<file path="config.mk">
export PLATFORM = sky130hd
export DESIGN_NAME = text_transcoder_to_utf8
export DESIGN_NICKNAME = d
export VERILOG_FILES = /design/src/rtl/t2u8_pkg.sv /design/src/rtl/t2u8_front.sv /design/src/rtl/t2u8_queue.sv /design/src/rtl/t2u8_back.sv /design/src/rtl/text_transcoder_to_utf8.sv
export VERILOG_INCLUDE_DIRS = /design/src /design/src/rtl
export SDC_FILE = /design/constraint.sdc
export NUM_CORES = 1
export LEC_CHECK = 0
export ABC_AREA = 0
export BUFFER_PORTS_ARGS = -buffer_cell sky130_fd_sc_hd__buf_2
export CAP_MARGIN = 20
export CORE_ASPECT_RATIO = 1.75
export CORE_MARGIN = 2
export CORE_UTILIZATION = 60
export CTS_BUF_LIST = sky130_fd_sc_hd__clkbuf_8 sky130_fd_sc_hd__clkbuf_16
export DETAILED_ROUTE_END_ITERATION = 8
export PLACE_DENSITY = 0.77
export SLEW_MARGIN = 15
export SYNTH_ARGS = -nofsm -noshare
export SYNTH_HDL_FRONTEND = slang
export SYNTH_SLANG_ARGS = --single-unit
</file>
<file path="constraint.sdc">
create_clock -name i_clk -period 9.2 [get_ports i_clk]
set_clock_uncertainty 0.1 [all_clocks]
set_input_delay 0 -clock i_clk [delete_from_list [all_inputs] [get_ports i_clk]]
set_output_delay 0 -clock i_clk [all_outputs]
set_load 0.01 [all_outputs]
</file>
<file path="src/rtl/text_transcoder_to_utf8_assert.svh">
// Assertion macros for the text transcoder checks.
`ifndef TEXT_TRANSCODER_TO_UTF8_ASSERT_SVH
`define TEXT_TRANSCODER_TO_UTF8_ASSERT_SVH

// Checked while out of reset.
`define T2U8_ASSERT(label, prop) \
    label: assert property (@(posedge i_clk) disable iff (!i_rst_n) prop) \
        else $error("t2u8 check failed");

// Checked at every edge, reset included.
`define T2U8_ASSERT_RST(label, prop) \
    label: assert property (@(posedge i_clk) prop) \
        else $error("t2u8 reset check failed");

`endif

</file>
<file path="src/rtl/t2u8_pkg.sv">
// Shared types, constants and the single-byte code page table for the transcoder.
package t2u8_pkg;

    localparam int unsigned CP_W  = 21;
    localparam int unsigned QDEPTH = 4;
    localparam int unsigned QAW    = $clog2(QDEPTH);

    typedef logic [1:0] t_enc;
    localparam t_enc ENC_UTF8    = 2'd0;
    localparam t_enc ENC_UTF16LE = 2'd1;
    localparam t_enc ENC_UTF16BE = 2'd2;
    localparam t_enc ENC_CP1252  = 2'd3;

    localparam logic [CP_W-1:0] CP_TAB  = 21'h000009;
    localparam logic [CP_W-1:0] CP_LF   = 21'h00000A;
    localparam logic [CP_W-1:0] CP_FF   = 21'h00000C;
    localparam logic [CP_W-1:0] CP_CR   = 21'h00000D;
    localparam logic [CP_W-1:0] CP_DEL  = 21'h00007F;
    localparam logic [CP_W-1:0] CP_BOM  = 21'h00FEFF;
    localparam logic [CP_W-1:0] CP_REPL = 21'h00FFFD;
    localparam logic [CP_W-1:0] CP_MAX  = 21'h10FFFF;

    typedef struct packed {
        logic [7:0] in_byte;
        logic       end_of_text;
    } t_in_item;

    typedef struct packed {
        logic [7:0] out_byte;
        logic       last_of_run;
    } t_out_item;

    // LFs to send first, then optionally one code point in UTF-8
    typedef struct packed {
        logic [1:0]      lf_cnt;
        logic            has_cp;
        logic [CP_W-1:0] cp;
    } t_slot;

    typedef struct packed {
        t_slot s0;
        t_slot s1;
    } t_cmd;

    // 0x80-0x9F; zero marks an undefined byte
    function automatic logic [15:0] cp1252_map(input logic [4:0] idx);
        logic [15:0] r;
        case (idx)
            5'h00: r = 16'h20AC;
            5'h02: r = 16'h201A;
            5'h03: r = 16'h0192;
            5'h04: r = 16'h201E;
            5'h05: r = 16'h2026;
            5'h06: r = 16'h2020;
            5'h07: r = 16'h2021;
            5'h08: r = 16'h02C6;
            5'h09: r = 16'h2030;
            5'h0A: r = 16'h0160;
            5'h0B: r = 16'h2039;
            5'h0C: r = 16'h0152;
            5'h0E: r = 16'h017D;
            5'h11: r = 16'h2018;
            5'h12: r = 16'h2019;
            5'h13: r = 16'h201C;
            5'h14: r = 16'h201D;
            5'h15: r = 16'h2022;
            5'h16: r = 16'h2013;
            5'h17: r = 16'h2014;
            5'h18: r = 16'h02DC;
            5'h19: r = 16'h2122;
            5'h1A: r = 16'h0161;
            5'h1B: r = 16'h203A;
            5'h1C: r = 16'h0153;
            5'h1E: r = 16'h017E;
            5'h1F: r = 16'h0178;
            default: r = 16'h0000;
        endcase
        return r;
    endfunction

endpackage

</file>
<file path="src/rtl/t2u8_front.sv">
// Front end: decodes input bytes, tracks pending state and builds output commands.
module t2u8_front (
    input  logic                 i_clk,
    input  logic                 i_rst_n,
    input  logic                 i_in_valid,
    input  t2u8_pkg::t_in_item   i_in,
    output logic                 o_in_stall,
    input  logic                 i_cfg_valid,
    input  t2u8_pkg::t_enc       i_cfg_data,
    output logic                 o_cfg_ready,
    input  logic                 i_q_full,
    output logic                 o_q_push,
    output t2u8_pkg::t_cmd       o_q_cmd
);

    typedef struct packed {
        logic                      valid;
        logic                      release_only;
        logic [t2u8_pkg::CP_W-1:0] cp;
    } t_event;

    typedef struct packed {
        t2u8_pkg::t_slot slot;
        logic            cr;
    } t_sink_res;

    function automatic t_event mk_sink(input logic [t2u8_pkg::CP_W-1:0] cp);
        t_event e;
        e.valid        = 1'b1;
        e.release_only = 1'b0;
        e.cp           = cp;
        return e;
    endfunction

    function automatic t_event mk_release();
        t_event e;
        e.valid        = 1'b1;
        e.release_only = 1'b1;
        e.cp           = '0;
        return e;
    endfunction

    // Line-ending normalisation and control filtering for one code point
    function automatic t_sink_res do_sink(input logic cr_in, input t_event ev);
        t_sink_res                 r;
        logic [t2u8_pkg::CP_W-1:0] cp;
        logic                      drop;
        r    = '0;
        r.cr = cr_in;
        cp   = ev.cp;
        drop = (cp < 21'h20) || (cp == t2u8_pkg::CP_DEL)
            || (cp >= 21'h80 && cp <= 21'h9F) || (cp == t2u8_pkg::CP_BOM);
        if (ev.valid) begin
            if (cr_in) begin
                r.slot.lf_cnt = 2'd1;
                r.cr          = 1'b0;
            end
            if (!ev.release_only && !(cr_in && cp == t2u8_pkg::CP_LF)) begin
                if (cp == t2u8_pkg::CP_CR) begin
                    r.cr = 1'b1;
                end else if (cp == t2u8_pkg::CP_FF) begin
                    r.slot.lf_cnt = r.slot.lf_cnt + 2'd2;
                end else if (cp == t2u8_pkg::CP_LF || cp == t2u8_pkg::CP_TAB) begin
                    r.slot.has_cp = 1'b1;
                    r.slot.cp     = cp;
                end else if (!drop) begin
                    r.slot.has_cp = 1'b1;
                    r.slot.cp     = (cp > t2u8_pkg::CP_MAX
                        || (cp >= 21'hD800 && cp <= 21'hDFFF)) ? t2u8_pkg::CP_REPL : cp;
                end
            end
        end
        return r;
    endfunction

    t2u8_pkg::t_enc            r_enc,   n_enc;
    logic [7:0]                r_held,  n_held;
    logic                      r_phase, n_phase;
    logic [9:0]                r_hs,    n_hs;
    logic                      r_hsp,   n_hsp;
    logic                      r_cr,    n_cr;
    logic [t2u8_pkg::CP_W-1:0] r_acc,   n_acc;
    logic [1:0]                r_left,  n_left;

    logic                      accept;
    logic [7:0]                b;
    logic [15:0]               u;
    logic [15:0]               map;
    logic [t2u8_pkg::CP_W-1:0] nacc;
    logic [10:0]               hi_plane;
    logic                      ok;
    logic                      start;
    t_event                    ev1, ev2;
    t_sink_res                 res1, res2;
    logic                      s1_used, s2_used;

    assign accept      = i_in_valid && !i_q_full;
    assign o_in_stall  = i_q_full;
    assign o_cfg_ready = 1'b1;
    assign b           = i_in.in_byte;
    assign u           = (r_enc == t2u8_pkg::ENC_UTF16LE) ? {b, r_held} : {r_held, b};
    assign map         = t2u8_pkg::cp1252_map(b[4:0]);
    assign nacc        = {r_acc[14:0], b[5:0]};
    assign hi_plane    = {1'b0, r_hs} + 11'd64;

    always_comb begin
        n_enc   = r_enc;
        n_held  = r_held;
        n_phase = r_phase;
        n_hs    = r_hs;
        n_hsp   = r_hsp;
        n_acc   = r_acc;
        n_left  = r_left;
        ev1     = '0;
        ev2     = '0;
        ok      = 1'b0;
        start   = 1'b1;
        if (i_cfg_valid) begin
            n_enc   = i_cfg_data;
            n_held  = '0;
            n_phase = 1'b0;
            n_hs    = '0;
            n_hsp   = 1'b0;
            n_acc   = '0;
            n_left  = '0;
        end else if (accept) begin
            if (i_in.end_of_text) begin
                if (r_hsp || r_left != 2'd0) begin
                    ev1 = mk_sink(t2u8_pkg::CP_REPL);
                end
                ev2     = mk_release();
                n_held  = '0;
                n_phase = 1'b0;
                n_hs    = '0;
                n_hsp   = 1'b0;
                n_acc   = '0;
                n_left  = '0;
            end else begin
                case (r_enc)
                    t2u8_pkg::ENC_UTF8: begin
                        if (r_left != 2'd0) begin
                            ok = (b[7:6] == 2'b10);
                            if (r_left == 2'd3) begin
                                if (r_acc == 21'd0 && b < 8'h90) ok = 1'b0;
                                if (r_acc == 21'd4 && b > 8'h8F) ok = 1'b0;
                            end
                            if (r_left == 2'd2 && r_acc < 21'd16) begin
                                if (r_acc == 21'd0 && b < 8'hA0) ok = 1'b0;
                                if (r_acc == 21'hD && b > 8'h9F) ok = 1'b0;
                            end
                            if (ok) begin
                                start  = 1'b0;
                                n_acc  = nacc;
                                n_left = r_left - 2'd1;
                                if (r_left == 2'd1) begin
                                    ev1   = mk_sink(nacc);
                                    n_acc = '0;
                                end
                            end else begin
                                n_left = '0;
                                n_acc  = '0;
                                ev1    = mk_sink(t2u8_pkg::CP_REPL);
                            end
                        end
                        if (start) begin
                            if (b < 8'h80) begin
                                ev2 = mk_sink({13'd0, b});
                            end else if (b >= 8'hC2 && b <= 8'hDF) begin
                                ev2    = mk_release();
                                n_acc  = {16'd0, b[4:0]};
                                n_left = 2'd1;
                            end else if (b >= 8'hE0 && b <= 8'hEF) begin
                                ev2    = mk_release();
                                n_acc  = {17'd0, b[3:0]};
                                n_left = 2'd2;
                            end else if (b >= 8'hF0 && b <= 8'hF4) begin
                                ev2    = mk_release();
                                n_acc  = {18'd0, b[2:0]};
                                n_left = 2'd3;
                            end else begin
                                ev2 = mk_sink(t2u8_pkg::CP_REPL);
                            end
                        end
                    end
                    t2u8_pkg::ENC_CP1252: begin
                        if (b >= 8'h80 && b <= 8'h9F) begin
                            // undefined bytes leave a pending CR alone
                            if (map != 16'd0) ev1 = mk_sink({5'd0, map});
                        end else if (b != 8'h00) begin
                            // NUL is skipped the same way
                            ev1 = mk_sink({13'd0, b});
                        end
                    end
                    default: begin
                        if (!r_phase) begin
                            n_held  = b;
                            n_phase = 1'b1;
                        end else begin
                            n_held  = '0;
                            n_phase = 1'b0;
                            if (r_hsp) begin
                                n_hsp = 1'b0;
                                n_hs  = '0;
                                if (u >= 16'hDC00 && u <= 16'hDFFF) begin
                                    start = 1'b0;
                                    ev1   = mk_sink({hi_plane, u[9:0]});
                                end else begin
                                    ev1 = mk_sink(t2u8_pkg::CP_REPL);
                                end
                            end
                            if (start) begin
                                if (u >= 16'hD800 && u <= 16'hDBFF) begin
                                    ev2   = mk_release();
                                    n_hs  = u[9:0];
                                    n_hsp = 1'b1;
                                end else if (u >= 16'hDC00 && u <= 16'hDFFF) begin
                                    ev2 = mk_sink(t2u8_pkg::CP_REPL);
                                end else begin
                                    ev2 = mk_sink({5'd0, u});
                                end
                            end
                        end
                    end
                endcase
            end
        end
    end

    assign res1    = do_sink(r_cr, ev1);
    assign res2    = do_sink(res1.cr, ev2);
    assign s1_used = (res1.slot.lf_cnt != 2'd0) || res1.slot.has_cp;
    assign s2_used = (res2.slot.lf_cnt != 2'd0) || res2.slot.has_cp;
    assign n_cr    = (accept && !i_cfg_valid) ? res2.cr : r_cr;

    // the back end expects the first slot filled whenever anything is sent
    always_comb begin
        if (s1_used) begin
            o_q_cmd.s0 = res1.slot;
            o_q_cmd.s1 = res2.slot;
        end else begin
            o_q_cmd.s0 = res2.slot;
            o_q_cmd.s1 = '0;
        end
    end

    assign o_q_push = accept && !i_cfg_valid && (s1_used || s2_used);

    always_ff @(posedge i_clk) begin
        if (!i_rst_n) begin
            r_enc   <= t2u8_pkg::ENC_UTF8;
            r_held  <= '0;
            r_phase <= 1'b0;
            r_hs    <= '0;
            r_hsp   <= 1'b0;
            r_cr    <= 1'b0;
            r_acc   <= '0;
            r_left  <= '0;
        end else begin
            r_enc   <= n_enc;
            r_held  <= n_held;
            r_phase <= n_phase;
            r_hs    <= n_hs;
            r_hsp   <= n_hsp;
            r_cr    <= n_cr;
            r_acc   <= n_acc;
            r_left  <= n_left;
        end
    end

endmodule

</file>
<file path="src/rtl/t2u8_queue.sv">
// Command queue between the decoding front end and the byte emitter.
module t2u8_queue (
    input  logic            i_clk,
    input  logic            i_rst_n,
    input  logic            i_push,
    input  t2u8_pkg::t_cmd  i_cmd,
    input  logic            i_pop,
    output t2u8_pkg::t_cmd  o_head,
    output logic            o_full,
    output logic            o_empty
);

    t2u8_pkg::t_cmd                r_mem [t2u8_pkg::QDEPTH];
    logic [t2u8_pkg::QAW-1:0]      r_wptr, r_rptr;
    logic [t2u8_pkg::QAW:0]        r_count;
    logic                          do_push, do_pop;

    assign o_full  = (r_count == (t2u8_pkg::QAW+1)'(t2u8_pkg::QDEPTH));
    assign o_empty = (r_count == '0);
    assign o_head  = r_mem[r_rptr];
    assign do_push = i_push && !o_full;
    assign do_pop  = i_pop && !o_empty;

    always_ff @(posedge i_clk) begin
        if (do_push) begin
            r_mem[r_wptr] <= i_cmd;
        end
    end

    always_ff @(posedge i_clk) begin
        if (!i_rst_n) begin
            r_wptr  <= '0;
            r_rptr  <= '0;
            r_count <= '0;
        end else begin
            if (do_push) r_wptr <= r_wptr + 1'b1;
            if (do_pop)  r_rptr <= r_rptr + 1'b1;
            case ({do_push, do_pop})
                2'b10:   r_count <= r_count + 1'b1;
                2'b01:   r_count <= r_count - 1'b1;
                default: r_count <= r_count;
            endcase
        end
    end

endmodule

</file>
<file path="src/rtl/t2u8_back.sv">
// Back end: walks each command, sending one UTF-8 byte per cycle unless output stalls.
module t2u8_back (
    input  logic                 i_clk,
    input  logic                 i_rst_n,
    input  t2u8_pkg::t_cmd       i_q_head,
    input  logic                 i_q_empty,
    output logic                 o_q_pop,
    output logic                 o_out_valid,
    input  logic                 i_out_stall,
    output t2u8_pkg::t_out_item  o_out
);

    function automatic logic [1:0] last_idx(input logic [t2u8_pkg::CP_W-1:0] cp);
        logic [1:0] r;
        if (cp < 21'h80)         r = 2'd0;
        else if (cp < 21'h800)   r = 2'd1;
        else if (cp < 21'h10000) r = 2'd2;
        else                     r = 2'd3;
        return r;
    endfunction

    function automatic logic [7:0] utf8_byte(input logic [t2u8_pkg::CP_W-1:0] cp,
                                             input logic [1:0] k);
        logic [7:0] r;
        if (cp < 21'h80) begin
            r = cp[7:0];
        end else if (cp < 21'h800) begin
            r = (k == 2'd0) ? {3'b110, cp[10:6]} : {2'b10, cp[5:0]};
        end else if (cp < 21'h10000) begin
            case (k)
                2'd0:    r = {4'b1110, cp[15:12]};
                2'd1:    r = {2'b10, cp[11:6]};
                default: r = {2'b10, cp[5:0]};
            endcase
        end else begin
            case (k)
                2'd0:    r = {5'b11110, cp[20:18]};
                2'd1:    r = {2'b10, cp[17:12]};
                2'd2:    r = {2'b10, cp[11:6]};
                default: r = {2'b10, cp[5:0]};
            endcase
        end
        return r;
    endfunction

    t2u8_pkg::t_cmd      r_cur;
    logic                r_busy;
    logic                r_slot;
    logic [1:0]          r_lf;
    logic [1:0]          r_k;
    logic                r_ovalid;
    t2u8_pkg::t_out_item r_out;

    t2u8_pkg::t_slot     cur;
    logic                in_lf;
    logic [7:0]          cur_byte;
    logic                slot_done;
    logic                s1_empty;
    logic                last;
    logic                can_load;
    logic                emit;
    logic                pop;

    assign cur       = r_slot ? r_cur.s1 : r_cur.s0;
    assign in_lf     = (r_lf != 2'd0);
    assign cur_byte  = in_lf ? 8'h0A : utf8_byte(cur.cp, r_k);
    assign slot_done = in_lf ? (r_lf == 2'd1 && !cur.has_cp) : (r_k == last_idx(cur.cp));
    assign s1_empty  = (r_cur.s1.lf_cnt == 2'd0) && !r_cur.s1.has_cp;
    assign last      = slot_done && (r_slot || s1_empty);
    assign can_load  = !r_ovalid || !i_out_stall;
    assign emit      = r_busy && can_load;
    // next command is taken on the edge that sends the final byte of this one
    assign pop       = !i_q_empty && (!r_busy || (emit && last));

    assign o_q_pop     = pop;
    assign o_out_valid = r_ovalid;
    assign o_out       = r_out;

    always_ff @(posedge i_clk) begin
        if (!i_rst_n) begin
            r_busy <= 1'b0;
            r_slot <= 1'b0;
            r_lf   <= '0;
            r_k    <= '0;
        end else if (pop) begin
            r_busy <= 1'b1;
            r_slot <= 1'b0;
            r_lf   <= i_q_head.s0.lf_cnt;
            r_k    <= '0;
        end else if (emit) begin
            if (last) begin
                r_busy <= 1'b0;
            end else if (slot_done) begin
                r_slot <= 1'b1;
                r_lf   <= r_cur.s1.lf_cnt;
                r_k    <= '0;
            end else if (in_lf) begin
                r_lf <= r_lf - 2'd1;
            end else begin
                r_k <= r_k + 2'd1;
            end
        end
    end

    always_ff @(posedge i_clk) begin
        if (pop) r_cur <= i_q_head;
        if (emit) begin
            r_out.out_byte    <= cur_byte;
            r_out.last_of_run <= last;
        end
    end

    always_ff @(posedge i_clk) begin
        if (!i_rst_n) begin
            r_ovalid <= 1'b0;
        end else if (emit) begin
            r_ovalid <= 1'b1;
        end else if (!i_out_stall) begin
            r_ovalid <= 1'b0;
        end
    end

endmodule

</file>
<file path="src/rtl/text_transcoder_to_utf8.sv">
// Transcoder top level: raw UTF-8, UTF-16LE/BE or CP1252 bytes in, normalised UTF-8 out.
// An input request is taken every cycle while the four-entry command queue has room; the
// front end decodes it in that cycle and queues a command of up to two code points with
// leading LFs. The back end sends one output byte per cycle while the output is not
// stalled, so the sustained rate without stalls is one output byte per clock. An accepted
// item's command is written into the queue, then taken into the back end's command
// register, and its first byte then goes into the output register. Items that yield
// nothing (BOM, dropped controls, held bytes) queue no command. The input_encoding
// register may be written at any time the block is idle; the write port is always ready.
module text_transcoder_to_utf8 (
    input  logic                 i_clk,
    input  logic                 i_rst_n,
    input  logic                 i_in_valid,
    input  t2u8_pkg::t_in_item   i_in,
    output logic                 o_in_stall,
    output logic                 o_out_valid,
    input  logic                 i_out_stall,
    output t2u8_pkg::t_out_item  o_out,
    input  logic                 i_cfg_valid,
    input  t2u8_pkg::t_enc       i_cfg_data,
    output logic                 o_cfg_ready
);

`include "text_transcoder_to_utf8_assert.svh"

    logic            q_push;
    logic            q_pop;
    logic            q_full;
    logic            q_empty;
    t2u8_pkg::t_cmd  q_cmd;
    t2u8_pkg::t_cmd  q_head;

    t2u8_front u_front (
        .i_clk       (i_clk),
        .i_rst_n     (i_rst_n),
        .i_in_valid  (i_in_valid),
        .i_in        (i_in),
        .o_in_stall  (o_in_stall),
        .i_cfg_valid (i_cfg_valid),
        .i_cfg_data  (i_cfg_data),
        .o_cfg_ready (o_cfg_ready),
        .i_q_full    (q_full),
        .o_q_push    (q_push),
        .o_q_cmd     (q_cmd)
    );

    t2u8_queue u_queue (
        .i_clk   (i_clk),
        .i_rst_n (i_rst_n),
        .i_push  (q_push),
        .i_cmd   (q_cmd),
        .i_pop   (q_pop),
        .o_head  (q_head),
        .o_full  (q_full),
        .o_empty (q_empty)
    );

    t2u8_back u_back (
        .i_clk       (i_clk),
        .i_rst_n     (i_rst_n),
        .i_q_head    (q_head),
        .i_q_empty   (q_empty),
        .o_q_pop     (q_pop),
        .o_out_valid (o_out_valid),
        .i_out_stall (i_out_stall),
        .o_out       (o_out)
    );

    `T2U8_ASSERT(a_queue_no_overflow, q_push |-> !q_full)
    `T2U8_ASSERT(a_queue_no_underflow, q_pop |-> !q_empty)
    `T2U8_ASSERT(a_cmd_not_empty, q_push |-> (q_cmd.s0.has_cp || q_cmd.s0.lf_cnt != 2'd0))
    `T2U8_ASSERT_RST(a_reset_quiet, !i_rst_n |=> !o_out_valid)

endmodule
</file>
==> impl_metrics.py <==
metrics = {
    "yosys": {
        "synth_edf_count": 222,
        "ys_ff_latch": 284,
        "synth.distinct_cells": 89,
        "syn_area_per_cell_sq_um": 11.6,
        "synth_flop_cell": "edfxtp_1",
        "synth_cells": 1250,
        "netlist_area_sq_mm": 0.0145,
        "async_flop_share_pct": 0,
        "syn_nets": 1294,
        "ys_warn_count": 0,
        "ys_seq_area_share_pct": 54.5,
    },
    "cts": {
        "post_cts_buffers": 0,
        "h-tree-depth": 1,
        "cts_tree": "built",
        "cts-root-buf": "clkbuf_16",
        "clkTransAtPathRegs_ns": 0.06,
        "clock_path_buffers": 3,
        "cts_sinks": 284,
        "clk_latency_ns": 0.53,
        "numCtsBuffers": 25,
    },
    "critical_path": {
        "crit_arrival_ns": 6.43,
        "cp-start-kind": "register",
        "max_stage_delay_ns": 0.65,
        "required_ns": 9.55,
        "worstPathCellList": "inv_1 > ha_1 > buf_4 > or3b_1 > a22o_1 > o21ai_1 > o211a_1 > a211oi_1 > a211o_1 > or4b_1 > o41ai_2 > nand4bb_1 > inv_2 > ha_1 > inv_1 > fa_1 > xor2_1 > or3_1 > a21oi_1",
        "rr_worst_depth": 19,
        "worstPathMaxFanout": 31,
        "crit_path_top_delay_cell": "or4b_1",
        "end_kind": "register",
        "cp_top_family": "compound AO/OA/AOI/OAI gates",
        "path_buf_inv": 4,
        "crit_type": "reg -> reg",
        "cp.depth": 19,
    },
    "outcome": {
        "status": "complete, no violations",
    },
    "die": {
        "die_y_microns": 210,
        "core_sq_mm": 0.0238,
        "start_util_pct": 60.8,
        "die_x_microns": 122,
        "die_area_sq_mm": 0.0255,
        "io_pins": 28,
        "fp-row-count": 75,
    },
    "cells_and_area": {
        "area_growth_pct": 8.70,
        "nNetsFinal": 1300,
        "antenna_cells": 0,
        "finalInstanceArea_sq_mm": 0.0158,
        "drive_gt1_share_pct": 14.3,
        "fin_util_pct": 66.1,
        "num-fill-cells": 1825,
    },
    "drt": {
        "ant_nets": 0,
        "via_per_inst": 6.79,
        "vias": 10700,
        "drtIter0Drc": 862,
        "detail_route.wl_per_cell_microns": 26.7,
        "totalWireLength_microns": 42300,
        "drcViolationCount": 0,
        "firstDrtPassIters": 6,
    },
    "global_route": {
        "grt_max_degree": 44,
        "grt_pass1_vias": 10800,
        "grt_pass1_wl_microns": 64300,
        "track_usage_pct": 34.1,
        "grt-ovfl-total": 0,
        "antenna_found_initial": 0,
    },
    "sta": {
        "rsz0062_at_grt": "false",
        "maxSlewHeadroom_pct": 26.7,
        "min_period_over_period_pct": 66.1,
        "period_minus_slack_ns": 6.08,
        "hold_viol": 0,
        "final-setup-viol-count": 0,
        "tightestPinTransition_ns": 1.10,
        "slew_viol_final": 0,
        "max_freq_mhz": 164,
        "tns_ns": 0,
    },
    "run": {
        "maxCapViolations": 0,
    },
    "power_and_ir_drop": {
        "p_per_area_mw_per_mm2": 229,
        "leakage_uw": 0.00528,
        "peakVddDrop_mv": 0.157,
    },
    "placement": {
        "place_hpwl_microns": 31100,
        "placed_area_sq_mm": 0.0149,
        "io_buffer_count": 26,
        "gp_congestion": 1.02,
    },
    "min_path": {
        "hp-class": "in -> reg",
        "whs_path_depth": 3,
    },
}
-- path summary, 6_finish.rpt --
check                                 from                              end  slack, ns
max reg2reg  u_front.r_enc[1]$_SDFFE_PN0P_  u_queue.r_count[2]$_SDFFE_PN0P_       3.12
max          u_front.r_enc[1]$_SDFFE_PN0P_  u_queue.r_count[2]$_SDFFE_PN0P_       3.12
min                                i_in[3]    u_front.r_acc[2]$_SDFFE_PP0P_       0.03
min reg2reg   u_front.r_hs[3]$_SDFFE_PP0P_     u_front.r_hs[3]$_SDFFE_PP0P_       0.40
-- cell usage after synthesis, types with 10 or more instances --
cell	count	area (sq um)
o21ai_0	49	245
inv_1	39	146
buf_1	10	37.5
mux2i_1	26	260
nand3_1	26	130
nand2b_1	17	106
mux4_2	43	968
and2_1	15	93.8
mux2_2	22	248
a31oi_1	19	119
clkbuf_1	56	210
nand2_1	73	274
a21oi_1	62	310
a211oi_1	15	113
nor2b_1	20	125
nor2_1	145	544
a22oi_1	33	248
o211ai_1	12	90.1
or3_1	11	68.8
nor3_1	22	110
o31ai_1	12	90.1
a22o_1	15	131
edfxtp_1	222	6670
ha_1	27	338
o22ai_1	19	119
dfxtp_1	62	1240
buf_2	10	50.1
-- logic make-up after synthesis --
kind of cell,share of synthesized area (%)
mux,10.2
flops,54.5
xor+xnor,0.604
fa+ha+maj,2.47
other cells,0.0259
simple gates,13.5
buf+inv,3.41
compound gates,15.3
-- routing by layer --
layer	part of all wire, %	vias to the layer above	global-route usage (%)
li1	-	4818	-
met1	32	5221	34.4
met2	54	529	62.4
met3	5.0	181	3.75
met4	9.5	0	26.6
met5	0	-	0
-- where the power goes --
| part | switching, uW | total, uW | internal, uW | leakage (uW) |
|---|---|---|---|---|
| clock network | 457 | 1010 | 553 | 0.000409 |
| logic | 544 | 897 | 352 | 0.00225 |
| registers | 102 | 1710 | 1610 | 0.00262 |
| total | 1100 | 3620 | 2510 | 0.00528 |
-- what timing repair did --
item / 4_1_cts / 5_1_grt
hold buffers: 11 / 0
endpoints found under the hold margin: 14 / 0
gates resized for setup: 0 / 0
-- registers in the layout, indices dropped and copies added (netlist names), 2 cells and up, named ones only --
signal / flops
u_front.r_enc: 2
u_back.r_cur: 41
u_front.r_left: 2
u_queue.r_wptr: 2
u_front.r_held: 8
u_front.r_acc: 21
u_back.r_k: 2
u_back.o_out: 9
u_front.r_hs: 10
u_queue.r_rptr: 2
u_queue.r_count: 3
u_back.r_lf: 2
u_queue.r_mem: 172
-- per-stage QoR --
stage | total power [uW] | worst slack [ns] | instances | hold WS [ns]
after global placement | 2580 | 3.39 | 1525 | 0.239
final | 3620 | 3.12 | 1582 | 0.0321
after CTS | 3620 | 3.20 | 1581 | 0.0104
after global routing | 3770 | 2.87 | 1582 | 0.0528
after floorplan | 2340 | 3.87 | 1250 | 0.0472
after detailed placement | 2610 | 3.26 | 1525 | 0.225
-- worst reg2reg max path: stages (launching register included) --
cell	delay (ns)
dfxtp_1	0.36
inv_1	0.08
ha_1	0.18
buf_4	0.23
or3b_1	0.46
a22o_1	0.36
o21ai_1	0.48
o211a_1	0.34
a211oi_1	0.14
a211o_1	0.30
or4b_1	0.65
o41ai_2	0.56
nand4bb_1	0.33
inv_2	0.18
ha_1	0.20
inv_1	0.06
fa_1	0.37
xor2_1	0.16
or3_1	0.32
a21oi_1	0.16
-- placed cells by master (no fill, tap or decap), types with 15 or more instances in the layout --
cell type and count:
nand3_1 26, a22o_1 15, clkbuf_16 25, a21oi_1 62
nor2_1 145, mux2_2 22, edfxtp_1 222, nand2_1 73
o22ai_1 19, o21ai_0 48, a31oi_1 19, mux2i_1 26
buf_2 26, ha_1 27, dfxtp_1 60, buf_4 23
a211oi_1 15, nand2b_1 17, nor3_1 22, inv_1 44
mux4_2 43, nor2b_1 20, a22oi_1 33
-- cell type report --
cell class | instances | area, sq um | share of cell area [%]
sequential | 284 | 7910 | 50.2
timing repair buffer | 60 | 413 | 2.62
clock inverter | 17 | 124 | 0.786
inverter | 41 | 154 | 0.976
tap | 308 | 385 | 2.44
clock buffer | 28 | 667 | 4.23
multi-input combinational | 844 | 6110 | 38.8
(Power assumes the default switching activity.)
